===== src/rtl/mbe_pkg.sv =====
// ----------------------------------------------------------------------------
// mbe_pkg
// shared widths, reset constants and controller/datapath bundles for the
// mandelbrot escape-time core
// ----------------------------------------------------------------------------
package mbe_pkg;

  localparam int IN_W  = 31;  // c_real / c_imag width
  localparam int CNT_W = 10;  // iteration count and limit width

  localparam logic [CNT_W-1:0] MAX_ITER_RST = CNT_W'(550);

  // controller -> datapath
  typedef struct packed {
    logic load;     // capture c, clear z and step counter
    logic mul;      // register the three products of z
    logic adv;      // move z to the next orbit point, count the step
    logic res_wr;   // write the result register
    logic res_esc;  // escaped flag for the result being written
  } mbe_cmd_t;

  // datapath -> controller
  typedef struct packed {
    logic escape;    // |z|^2 > 4 for the current orbit point
    logic at_limit;  // step counter reached max_iterations
  } mbe_stat_t;

endpackage


===== src/rtl/mbe_ctrl.sv =====
// ----------------------------------------------------------------------------
// mbe_ctrl
// sequencer for one point at a time: load, multiply, test/update, and the
// valid flag of the result register
// ----------------------------------------------------------------------------
module mbe_ctrl (
  input  logic                clk,
  input  logic                rst,
  input  logic                in_valid,
  output logic                in_ready,
  output logic                res_valid,
  input  logic                res_ready,
  input  mbe_pkg::mbe_stat_t  stat,
  output mbe_pkg::mbe_cmd_t   cmd
);
  import mbe_pkg::*;

  typedef enum logic [2:0] {
    S_IDLE = 3'b001,
    S_MUL  = 3'b010,
    S_UPD  = 3'b100
  } state_t;

  state_t state;
  state_t state_next;
  logic   res_valid_next;
  logic   slot_free;
  logic   finish;

  assign slot_free = !res_valid || res_ready;
  assign finish    = stat.escape || stat.at_limit;
  assign in_ready  = state == S_IDLE;

  always_comb begin
    state_next  = state;
    cmd         = '0;
    cmd.res_esc = stat.escape;
    case (state)
      S_IDLE: begin
        if (in_valid) begin
          cmd.load   = 1'b1;
          state_next = S_MUL;
        end
      end
      S_MUL: begin
        cmd.mul    = 1'b1;
        state_next = S_UPD;
      end
      S_UPD: begin
        if (finish) begin
          // hold here until the result register can take the item
          if (slot_free) begin
            cmd.res_wr = 1'b1;
            state_next = S_IDLE;
          end
        end else begin
          cmd.adv    = 1'b1;
          state_next = S_MUL;
        end
      end
      default: state_next = S_IDLE;
    endcase
  end

  always_comb begin
    res_valid_next = res_valid;
    if (cmd.res_wr) begin
      res_valid_next = 1'b1;
    end else if (res_ready) begin
      res_valid_next = 1'b0;
    end
  end

  always_ff @(posedge clk) begin
    if (rst) begin
      state     <= S_IDLE;
      res_valid <= 1'b0;
    end else begin
      state     <= state_next;
      res_valid <= res_valid_next;
    end
  end

endmodule


===== config.mk =====
export PLATFORM = sky130hd
export DESIGN_NAME = mbe_ctrl
export DESIGN_NICKNAME = d
export VERILOG_FILES = /design/src/rtl/mbe_pkg.sv /design/src/rtl/mbe_ctrl.sv
export SDC_FILE = /design/constraint.sdc
export NUM_CORES = 1
export LEC_CHECK = 0
export BUFFER_PORTS_ARGS = -buffer_cell sky130_fd_sc_hd__buf_4
export CAP_MARGIN = 20
export CORE_AREA = 3 3 40 42
export DETAILED_ROUTE_END_ITERATION = 16
export DIE_AREA = 0 0 43 45
export SLEW_MARGIN = 20
export SYNTH_ARGS = -nofsm -noshare
export SYNTH_HDL_FRONTEND = slang
export SYNTH_SLANG_ARGS = --single-unit

===== constraint.sdc =====
create_clock -name clk -period 2.6 [get_ports clk]
set_input_delay 0.39 -clock clk [delete_from_list [all_inputs] [get_ports clk]]
set_output_delay 0.39 -clock clk [all_outputs]
set_load 0.02 [all_outputs]

[Word-level counts from Yosys, hierarchy flattened]
Index checks and enable logic that the tools add are counted.
Word-level totals
  output and inout port bits: 7
  flip-flop bits (word level): 4
  bits of input ports: 6
  logic and storage cells: 25
Cells by class
  equality and inequality tests: 5
  reduce and logical (&&, ||, !) cells: 5
  mux-type cells: 13
Operators by type and width (number)
  2-to-1 mux 3 bit: 3
  case mux 3 bit (3 select lines): 1
  2-to-1 mux 1 bit: 8
  == test 3 x 1 -> 1 bit (second input constant): 1
  == test 3 x 2 -> 1 bit (second input constant): 1
  == test 3 bit (second input constant): 1
  != test 3 bit (second input constant): 1
  logical OR 1 bit: 2
  2-to-1 mux 2 bit: 1
  != test 2 bit (second input constant): 1
  AND reduction 2 bit: 1
  nonzero test 2 bit: 1
  logical NOT 1 bit: 1

[Logic depth before layout (Yosys ltp)]
Gate-level depths: netlist of run 1.
  depth after elaboration: 6
  depth in mapped cells: 4

[Least setup slack after synthesis of run 1]
OpenSTA, ideal clock, no wires.
  path kind: register to output
  start: register state[0]
  end: output cmd[4] in the netlist's numbering
  slack: 0.931 ns
  stages on the path, launching flop included: 3
  arrival time: 1.279 ns
  path through: dfxtp_1 > nor3b_1 > and2_1
RTL lines
  from (decl): line mbe_ctrl.sv:24  | state_t state;
  from (signal assigned): line mbe_ctrl.sv:79  | state <= state_next;
  to (decl): line mbe_ctrl.sv:14  | output mbe_pkg::mbe_cmd_t cmd

==> results of run 1 <==
-- worst paths after layout --
kind | start | endpoint | slack (ns)
max | state[2] | cmd[1] | 0.75
min | rst | res_valid | 0.32
max reg2reg | state[2] | state[0] | 1.38
min reg2reg | res_valid | res_valid | 0.54
-- registers in the layout (all words and copies together) (netlist names) --
| register | flops |
|---|---|
| res_valid | 1 |
| state | 3 |
-- worst max-delay path, cell delays in order (launching register included) --
cell and delay, ns:
dfxtp_1 0.34, or3b_4 0.40, or2_4 0.25, nor2b_2 0.10, buf_4 0.14
-- area by class of cell --
| cell class | count | area share, % |
|---|---|---|
| Multi-Input combinational cell | 17 | 36.5 |
| Timing Repair Buffer | 12 | 26.6 |
| Sequential cell | 4 | 23.6 |
| Clock buffer | 3 | 6.64 |
| Tap cell | 15 | 5.54 |
| Inverter | 1 | 1.11 |
-- cells in the mapped netlist --
master    instances  share of area [%]
dfxtp_1           4                 36
buf_4             2                6.7
nand2b_1          2                5.6
nor2_1            2                3.4
o21a_1            2                6.7
a21oi_1           1                2.2
a21oi_2           1                3.9
and2_1            1                2.8
inv_1             1                1.7
nor2b_2           1                3.9
nor3_1            1                2.2
nor3_2            1                4.5
nor3b_1           1                3.4
o31ai_1           1                3.4
or2_4             1                3.9
or3b_4            1                5.1
or4b_1            1                4.5
-- kinds of logic after synthesis --
kind of cell | after synthesis | synth area share [%]
AND/OR/NAND/NOR | 12 | 39.3
AO/OA/AOI/OAI | 5 | 16.3
flip-flops | 4 | 36.0
buffers and inverters | 3 | 8.42
-- power groups by stage --
stage / Clock [mW] / Combinational (mW) / Sequential, mW
3_5_place_dp: 0 / 0.0291 / 0.0673
6_report: 0.0759 / 0.0287 / 0.0663
2_1_floorplan: 0 / 0.0149 / 0.0668
5_1_grt: 0.0841 / 0.0312 / 0.0669
3_3_place_gp: 0 / 0.0288 / 0.0672
4_1_cts: 0.0801 / 0.0292 / 0.0664
-- per-layer routing --
metal / part of all wire (%) / GRT usage [%]
met5: 0 / 0
met3: 8.3 / 2.39
met4: 3.1 / 9.04
met1: 40 / 4.81
met2: 48 / 9.88
-- metrics by stage --
step | cells | utilization [%]
after floorplan | 24 | -
after global placement | 49 | 24.6
after detailed placement | 49 | 24.6
after CTS | 52 | 26.4
after global routing | 52 | 26.4
final | 52 | 26.4
==> key figures, run 1 <==
Power and ir drop
  • Peak VDD IR: 118 uV
  • Pleak: 0.146 nW
  • Comb pwr share: 16.8%
  • Net switching power: 40.6 uW
  • Sw Share: 23.8%
  • Clk network pwr share: 44.4%
  • Reg power frac: 38.8%
  • Pwr/cell area: 504 nW/um^2
  • Tot Pwr: 171 uW
  • P_int: 130 uW

Timing
  • Worst Skew: 0.00136 ns
  • Final setup fails: 0
  • Slew Limit Headroom: 81.4%
  • Fmax: 0.541 GHz
  • Hold WS: 0.318 ns
  • Worst-Margin Slew: 0.277 ns
  • Final period util: 71.1%
  • Max Slew Vio Count: 0
  • Setup TNS: 0 ns
  • Final Critical Period: 1.85 ns
  • RSZ-0062 raised after global routing: false
  • Setup WS post-layout: 0.751 ns
  • Final Hold Fails: 0

CTS
  • # clock sinks: 4
  • Max Root-Sink Buffers: 2
  • Hold_buf cts: 0
  • TritonCTS Buffers: 3
  • H-Tree Depth: 1
  • Clock latency on the worst-skew pair: 0.23 ns
  • Post-CTS setup repair buffer count: 0
  • Clk slew on worst S/H paths: 0.04 ns
  • CTS tree: built
  • Root Buffer: clkbuf_4
  • Post-cts resize count: 0

Place
  • HPWL after DPL: 404 microns
  • DP Area: 317 sq um
  • I/O Buffers: 12
  • Final RePlAce weighted congestion: 0.594
  • Setup slack at placement: 0.986 ns

Finish
  • Final net count: 45
  • Commonest cells after routing, fill and taps aside: 12 x buf_4, 4 x dfxtp_1, 3 x clkbuf_4
  • Filler cells: 140
  • Multi-input gate area: 124 sq um
  • Antenna Cells: 0
  • Commonest non-fill, non-tap cell in the layout: buf_4
  • Storage element area: 80.1 sq um
  • Post-route cell area: 339 sq um
  • Area Overhead vs Synth: 52.2%
  • Proportion of layout cells with a drive suffix above 1: 54.1%

Critical path
  • Critical path class: flop to output port
  • Worst Path Max Fanout: 4
  • WP data required: 2.21 ns
  • Worst EP arrival: 1.46 ns
  • Startpoint types: flop
  • Crit path capture type: output port
  • R2R cell count: 3

Run status
  • Outcome: finished clean

Yosys
  • Synthesized instance count: 24
  • Yosys reg bits: 4
  • Sequential area share after synthesis: 36.0%
  • Synth cell types: 17
  • Yosys warns: 0
  • Syn avg cell area: 9.28 sq um
  • Mapped Nets: 30
  • Post-Synthesis Cell Area: 223 sq um

Die
  • DIE WIDTH: 43 microns
  • Die area: 1940 sq um
  • Die Y-Extent: 45 microns
  • Core area: 1280 sq um
  • Initial core utilization: 17.3%
  • Ports: 13
  • Num rows: 13

Drt
  • Via count: 215
  • DRT antenna net count: 0
  • Initial DRC count: 2
  • Drt wl/cell: 9.25 microns
  • WL final: 481 microns
  • Drt first pass iters: 2
  • Post-route DRC: 0
  • Via/cell ratio: 4.13

GRT
  • First-pass GRT wire length: 793 microns
  • Largest net degree at the start of global routing: 5
  • Overall Global Routing Usage: 6.16%
  • Initial antenna violation count: 0
  • GRT overflow: 0
  • Vias in the first global route: 218

Flow run
  • Max-Cap Viols: 0

Min path
  • Worst hold path depth: 2
  • Hold/Removal Path Class: primary input to flop
Note: power is estimated with default switching activity, not from simulation.
==> run 2, diff against run 1 <==
==> constraint.sdc (replaced) <==
create_clock -name clk -period 1.8 [get_ports clk]
set_input_delay 0.27 -clock clk [delete_from_list [all_inputs] [get_ports clk]]
set_output_delay 0.27 -clock clk [all_outputs]
set_load 0.02 [all_outputs]
==> key figures, run 2 (synthesized netlist as in run 1, its figures left out) <==
Timing
  • Setup TNS: 0 ns (unchanged)
  • Final period util: 96.0%
  • Final Hold Fails: 0 (unchanged)
  • Max Slew Vio Count: 0 (unchanged)
  • Hold WS: 0.206 ns (was 0.318 ns)
  • RSZ-0062 raised after global routing: false (unchanged)
  • Final setup fails: 0 (unchanged)
  • Worst-Margin Slew: 0.269 ns (was 0.277 ns)
  • Slew Limit Headroom: 81.9% (was 81.4%)
  • Worst Skew: 0.00178 ns (was 0.00136 ns)
  • Final Critical Period: 1.73 ns
  • Setup WS post-layout: 0.0723 ns (was 0.751 ns)
  • Fmax: 0.579 GHz

Die
  • Initial core utilization: 17.3% (unchanged)
  • DIE WIDTH: 43 microns (unchanged)
  • Ports: 13 (unchanged)
  • Num rows: 13 (unchanged)
  • Core area: 1280 sq um (unchanged)
  • Die area: 1940 sq um (unchanged)
  • Die Y-Extent: 45 microns (unchanged)

Finish
  • Final cell count without fillers: 52 (unchanged)
  • Multi-input gate area: 124 sq um (unchanged)
  • Reg with most FFs: state (unchanged)
  • Commonest cells after routing, fill and taps aside: 12 x buf_4, 4 x dfxtp_1, 3 x clkbuf_4 (unchanged)
  • Commonest non-fill, non-tap cell in the layout: buf_4 (unchanged)
  • Largest registers: state: 3 flops, res_valid: 1 flops (unchanged)
  • Filler cells: 148 (was 140)
  • Storage element area: 80.1 sq um (unchanged)
  • Final net count: 45 (unchanged)
  • Area Overhead vs Synth: 52.2% (unchanged)
  • Antenna Cells: 0 (unchanged)
  • Max reg flops: 3 (unchanged)
  • Proportion of layout cells with a drive suffix above 1: 54.1% (unchanged)

Critical path
  • Crit path capture type: output port (unchanged)
  • Crit path capture: cmd[1] (unchanged)
  • Critical path buffer and inverter count: 1 (unchanged)
  • Reg-to-Reg End: state[0] (unchanged)
  • R2R cell count: 3 (unchanged)
  • Worst setup path start: state[2] (unchanged)
  • Slowest stage delay, CP: 0.40 ns (about the same)
  • Startpoint types: flop (unchanged)
  • Worst EP arrival: 1.46 ns (about the same)
  • R2R Path Start: state[1] (was state[2])
  • Slowest cell on the critical path: or3b_4 (unchanged)
  • CP delay by family, top: simple AND/OR/NAND/NOR gates (unchanged)
  • Flop2flop setup slack: 0.55 ns (was 1.38 ns)
  • Worst Path Max Fanout: 4 (unchanged)
  • WP data required: 1.53 ns (was 2.21 ns)
  • Critical path class: flop to output port (unchanged)
  • Crit path depth: 4 (unchanged)
  • CP cell instances: or3b_4, or2_4, nor2b_2, buf_4 (unchanged)

Power and ir drop
  • Reg power frac: 39.4% (was 38.8%)
  • Pwr/cell area: 718 nW/um^2 (was 504 nW/um^2)
  • Pleak: 0.146 nW (unchanged)
  • Clk network pwr share: 43.5% (was 44.4%)
  • Tot Pwr: 243 uW (was 171 uW)
  • Peak VDD IR: 165 uV (was 118 uV)
  • Net switching power: 55.3 uW (was 40.6 uW)
  • Sw Share: 22.7% (was 23.8%)
  • Comb pwr share: 17.1% (was 16.8%)
  • P_int: 188 uW (was 130 uW)

CTS
  • Max Root-Sink Buffers: 2 (unchanged)
  • H-Tree Depth: 1 (unchanged)
  • TritonCTS Buffers: 3 (unchanged)
  • Clk slew on worst S/H paths: 0.04 ns (about the same)
  • CTS tree: built (unchanged)
  • Root Buffer: clkbuf_4 (unchanged)
  • Post-CTS setup repair buffer count: 0 (unchanged)
  • Post-cts resize count: 0 (unchanged)
  • Hold_buf cts: 0 (unchanged)
  • Clock latency on the worst-skew pair: 0.23 ns (about the same)
  • # clock sinks: 4 (unchanged)

GRT
  • GRT overflow: 0 (unchanged)
  • Vias in the first global route: 222 (was 218)
  • Largest net degree at the start of global routing: 5 (unchanged)
  • Overall Global Routing Usage: 5.91% (was 6.16%)
  • Initial antenna violation count: 0 (unchanged)
  • First-pass GRT wire length: 800 microns (was 793 microns)

Drt
  • Via/cell ratio: 4.06 (was 4.13)
  • WL final: 479 microns (was 481 microns)
  • DRT antenna net count: 0 (unchanged)
  • Drt first pass iters: 2 (unchanged)
  • Post-route DRC: 0 (unchanged)
  • Initial DRC count: 1 (was 2)
  • Drt wl/cell: 9.21 microns (was 9.25 microns)
  • Via count: 211 (was 215)

Flow run
  • Max-Cap Viols: 0 (unchanged)

Place
  • Setup slack at placement: 0.310 ns (was 0.986 ns)
  • I/O Buffers: 12 (unchanged)
  • Final RePlAce weighted congestion: 0.612 (was 0.594)
  • Placed Cells: 49 (unchanged)

Run status
  • Outcome: finished clean (unchanged)

Min path
  • Hold/Removal Path Class: primary input to flop (unchanged)
==> run 2: metal layers <==
| layer | vias to the layer above | GRT usage, % | wire, microns |
|---|---|---|---|
| met4 | 0 | 5.42 | 0 |
| met2 | 6 | 9.58 | 262 |
| li1 | 109 | - | - |
| met5 | - | 0 | 0 |
| met3 | 0 | 3.19 | 51 |
| met1 | 96 | 5.30 | 164 |
==> run 2: final cells by class <==
class	count	share of cell area, %
Inverter	1	1.11
Timing Repair Buffer	12	26.6
Clock buffer	3	6.64
Tap cell	15	5.54
Sequential cell	4	23.6
Multi-Input combinational cell	17	36.5
==> run 2: metrics by stage <==
| step | area (sq um) | utilization (%) |
|---|---|---|
| after global routing | 339 | 26.4 |
| after detailed placement | 317 | 24.6 |
| after global placement | 317 | 24.6 |
| after floorplan | 223 | - |
| final | 339 | 26.4 |
| after CTS | 339 | 26.4 |
==> run 2: worst min path at each step <==
stage	start	depth (start not counted)	end
2_1_floorplan	rst	1	res_valid
3_3_place_gp	rst	2	res_valid
3_5_place_dp	rst	2	res_valid
4_1_cts	rst	2	res_valid
5_1_grt	rst	2	res_valid
6_report	rst	2	res_valid
==> run 2: power groups by stage <==
| stage | registers (mW) | clock network (mW) | logic (mW) |
|---|---|---|---|
| final | 0.0959 | 0.106 | 0.0415 |
| after global routing | 0.0968 | 0.115 | 0.0453 |
| after CTS | 0.0959 | 0.111 | 0.0422 |
| after detailed placement | 0.0972 | 0 | 0.0416 |
| after global placement | 0.0972 | 0 | 0.0419 |
| after floorplan | 0.0965 | 0 | 0.0216 |
==> run 3, diff against run 2 <==
--- a/config.mk
+++ b/config.mk
@@ -10,6 +10,7 @@
 export CORE_AREA = 3 3 40 42
 export DETAILED_ROUTE_END_ITERATION = 16
 export DIE_AREA = 0 0 43 45
+export REMOVE_ABC_BUFFERS = 1
 export SLEW_MARGIN = 20
 export SYNTH_ARGS = -nofsm -noshare
 export SYNTH_HDL_FRONTEND = slang
==> key figures, run 3 (synthesized netlist as in run 1, its figures left out) <==
CTS
  • Root Buffer: clkbuf_4 (unchanged)
  • Clock latency on the worst-skew pair: 0.23 ns (about the same)
  • CTS tree: built (unchanged)
  • Hold_buf cts: 0 (unchanged)
  • Max Root-Sink Buffers: 2 (unchanged)
  • Clk slew on worst S/H paths: 0.04 ns (about the same)
  • Post-CTS setup repair buffer count: 0 (unchanged)
  • # clock sinks: 4 (unchanged)
  • H-Tree Depth: 1 (unchanged)
  • Post-cts resize count: 0 (unchanged)
  • TritonCTS Buffers: 3 (unchanged)

Timing
  • Setup TNS: 0 ns (unchanged)
  • Final setup fails: 0 (unchanged)
  • Fmax: 0.579 GHz (about the same)
  • Setup WS post-layout: 0.0731 ns (was 0.0723 ns)
  • Slew Limit Headroom: 81.1% (was 81.9%)
  • Final period util: 95.9% (was 96.0%)
  • Final Hold Fails: 0 (unchanged)
  • Hold WS: 0.201 ns (was 0.206 ns)
  • Final Critical Period: 1.73 ns (about the same)
  • Worst-Margin Slew: 0.283 ns (was 0.269 ns)
  • RSZ-0062 raised after global routing: false (unchanged)
  • Max Slew Vio Count: 0 (unchanged)
  • Worst Skew: 0.00106 ns (was 0.00178 ns)

Finish
  • Max reg flops: 3 (unchanged)
  • Post-route cell area: 339 sq um (unchanged)
  • Proportion of layout cells with a drive suffix above 1: 54.1% (unchanged)
  • Final net count: 45 (unchanged)
  • Area Overhead vs Synth: 52.2% (unchanged)
  • Largest registers: state: 3 flops, res_valid: 1 flops (unchanged)
  • Commonest non-fill, non-tap cell in the layout: buf_4 (unchanged)
  • Core Util, Final: 26.4% (unchanged)
  • Antenna Cells: 0 (unchanged)
  • Reg with most FFs: state (unchanged)
  • Commonest cells after routing, fill and taps aside: 12 x buf_4, 4 x dfxtp_1, 3 x clkbuf_4 (unchanged)

Die
  • Ports: 13 (unchanged)
  • Initial core utilization: 17.3% (unchanged)
  • DIE WIDTH: 43 microns (unchanged)
  • Die Y-Extent: 45 microns (unchanged)
  • Die area: 1940 sq um (unchanged)
  • Num rows: 13 (unchanged)
  • Core area: 1280 sq um (unchanged)

Run status
  • Outcome: finished clean (unchanged)

GRT
  • Vias in the first global route: 210 (was 222)
  • Largest net degree at the start of global routing: 5 (unchanged)
  • Initial antenna violation count: 0 (unchanged)
  • GRT overflow: 0 (unchanged)
  • Overall Global Routing Usage: 5.75% (was 5.91%)
  • First-pass GRT wire length: 793 microns (was 800 microns)

Critical path
  • Worst EP arrival: 1.46 ns (about the same)
  • Worst Path Max Fanout: 4 (unchanged)
  • Slowest stage delay, CP: 0.40 ns (about the same)
  • Slowest cell on the critical path: or3b_4 (unchanged)
  • CP cell instances: or3b_4, or2_4, nor2b_2, buf_4 (unchanged)
  • Startpoint types: flop (unchanged)
  • WP data required: 1.53 ns (about the same)
  • Crit path capture type: output port (unchanged)
  • Critical path buffer and inverter count: 1 (unchanged)
  • CP delay by family, top: simple AND/OR/NAND/NOR gates (unchanged)
  • Critical path class: flop to output port (unchanged)

Power and ir drop
  • Pleak: 0.146 nW (unchanged)
  • Peak VDD IR: 200 uV (was 165 uV)
  • Pwr/cell area: 733 nW/um^2 (was 718 nW/um^2)

Drt
  • WL final: 497 microns (was 479 microns)
  • DRT antenna net count: 0 (unchanged)
  • Post-route DRC: 0 (unchanged)
  • Drt first pass iters: 1 (was 2)
  • Initial DRC count: 0 (was 1)
  • Via count: 212 (was 211)
  • Drt wl/cell: 9.56 microns (was 9.21 microns)
  • Via/cell ratio: 4.08 (was 4.06)

Min path
  • Hold/Removal Path Class: primary input to flop (unchanged)

Place
  • I/O Buffers: 12 (unchanged)
  • Final RePlAce weighted congestion: 0.590 (was 0.612)
  • HPWL after DPL: 400 microns
  • Setup slack at placement: 0.312 ns (was 0.310 ns)
  • DP Area: 317 sq um (unchanged)

Flow run
  • Max-Cap Viols: 0 (unchanged)
==> run 3: cell counts in the layout (fill, tap and decap cells not counted) <==
Identical to the previous run, type by type.
==> run 3: area by class of cell <==
| cell class | count | area [sq um] |
|---|---|---|
| clock buffer | 3 | 22.5 |
| multi-input combinational | 17 | 124 |
| inverter | 1 | 3.75 |
| fill | 149 | 946 |
| timing repair buffer | 12 | 90.1 |
| tap | 15 | 18.8 |
| sequential | 4 | 80.1 |
==> run 3: per-layer routing <==
metal / track usage [%] / wire, microns / up-vias
met3: 2.79 / 41 / 0
met2: 8.68 / 265 / 5
met5: 0 / 0 / -
met4: 5.42 / 0 / 0
met1: 5.80 / 190 / 97
li1: - / - / 110
==> run 3: path summary, 6_finish.rpt <==
| check | start | end | slack (ns) | cells after the start |
|---|---|---|---|---|
| worst max-delay path | state[2] | cmd[1] | 0.07 | 4 |
| worst min-delay path | rst | res_valid | 0.20 | 2 |
| worst max register to register | state[2] | state[0] | 0.60 | 3 |
| worst min register to register | res_valid | res_valid | 0.52 | 2 |
==> run 3: report_power, final <==
group	switching [mW]	internal [mW]	leakage [nW]
Sequential	0.00306	0.0927	0.0327
Combinational	0.0212	0.0209	0.0999
Clock	0.0360	0.0745	0.0138
Total	0.0602	0.188	0.146
==> run 3: metrics by stage <==
stage	cells	total power, mW
after CTS	52	0.256
after global placement	49	0.139
after detailed placement	49	0.139
after global routing	52	0.261
final	52	0.248
after floorplan	22	0.115
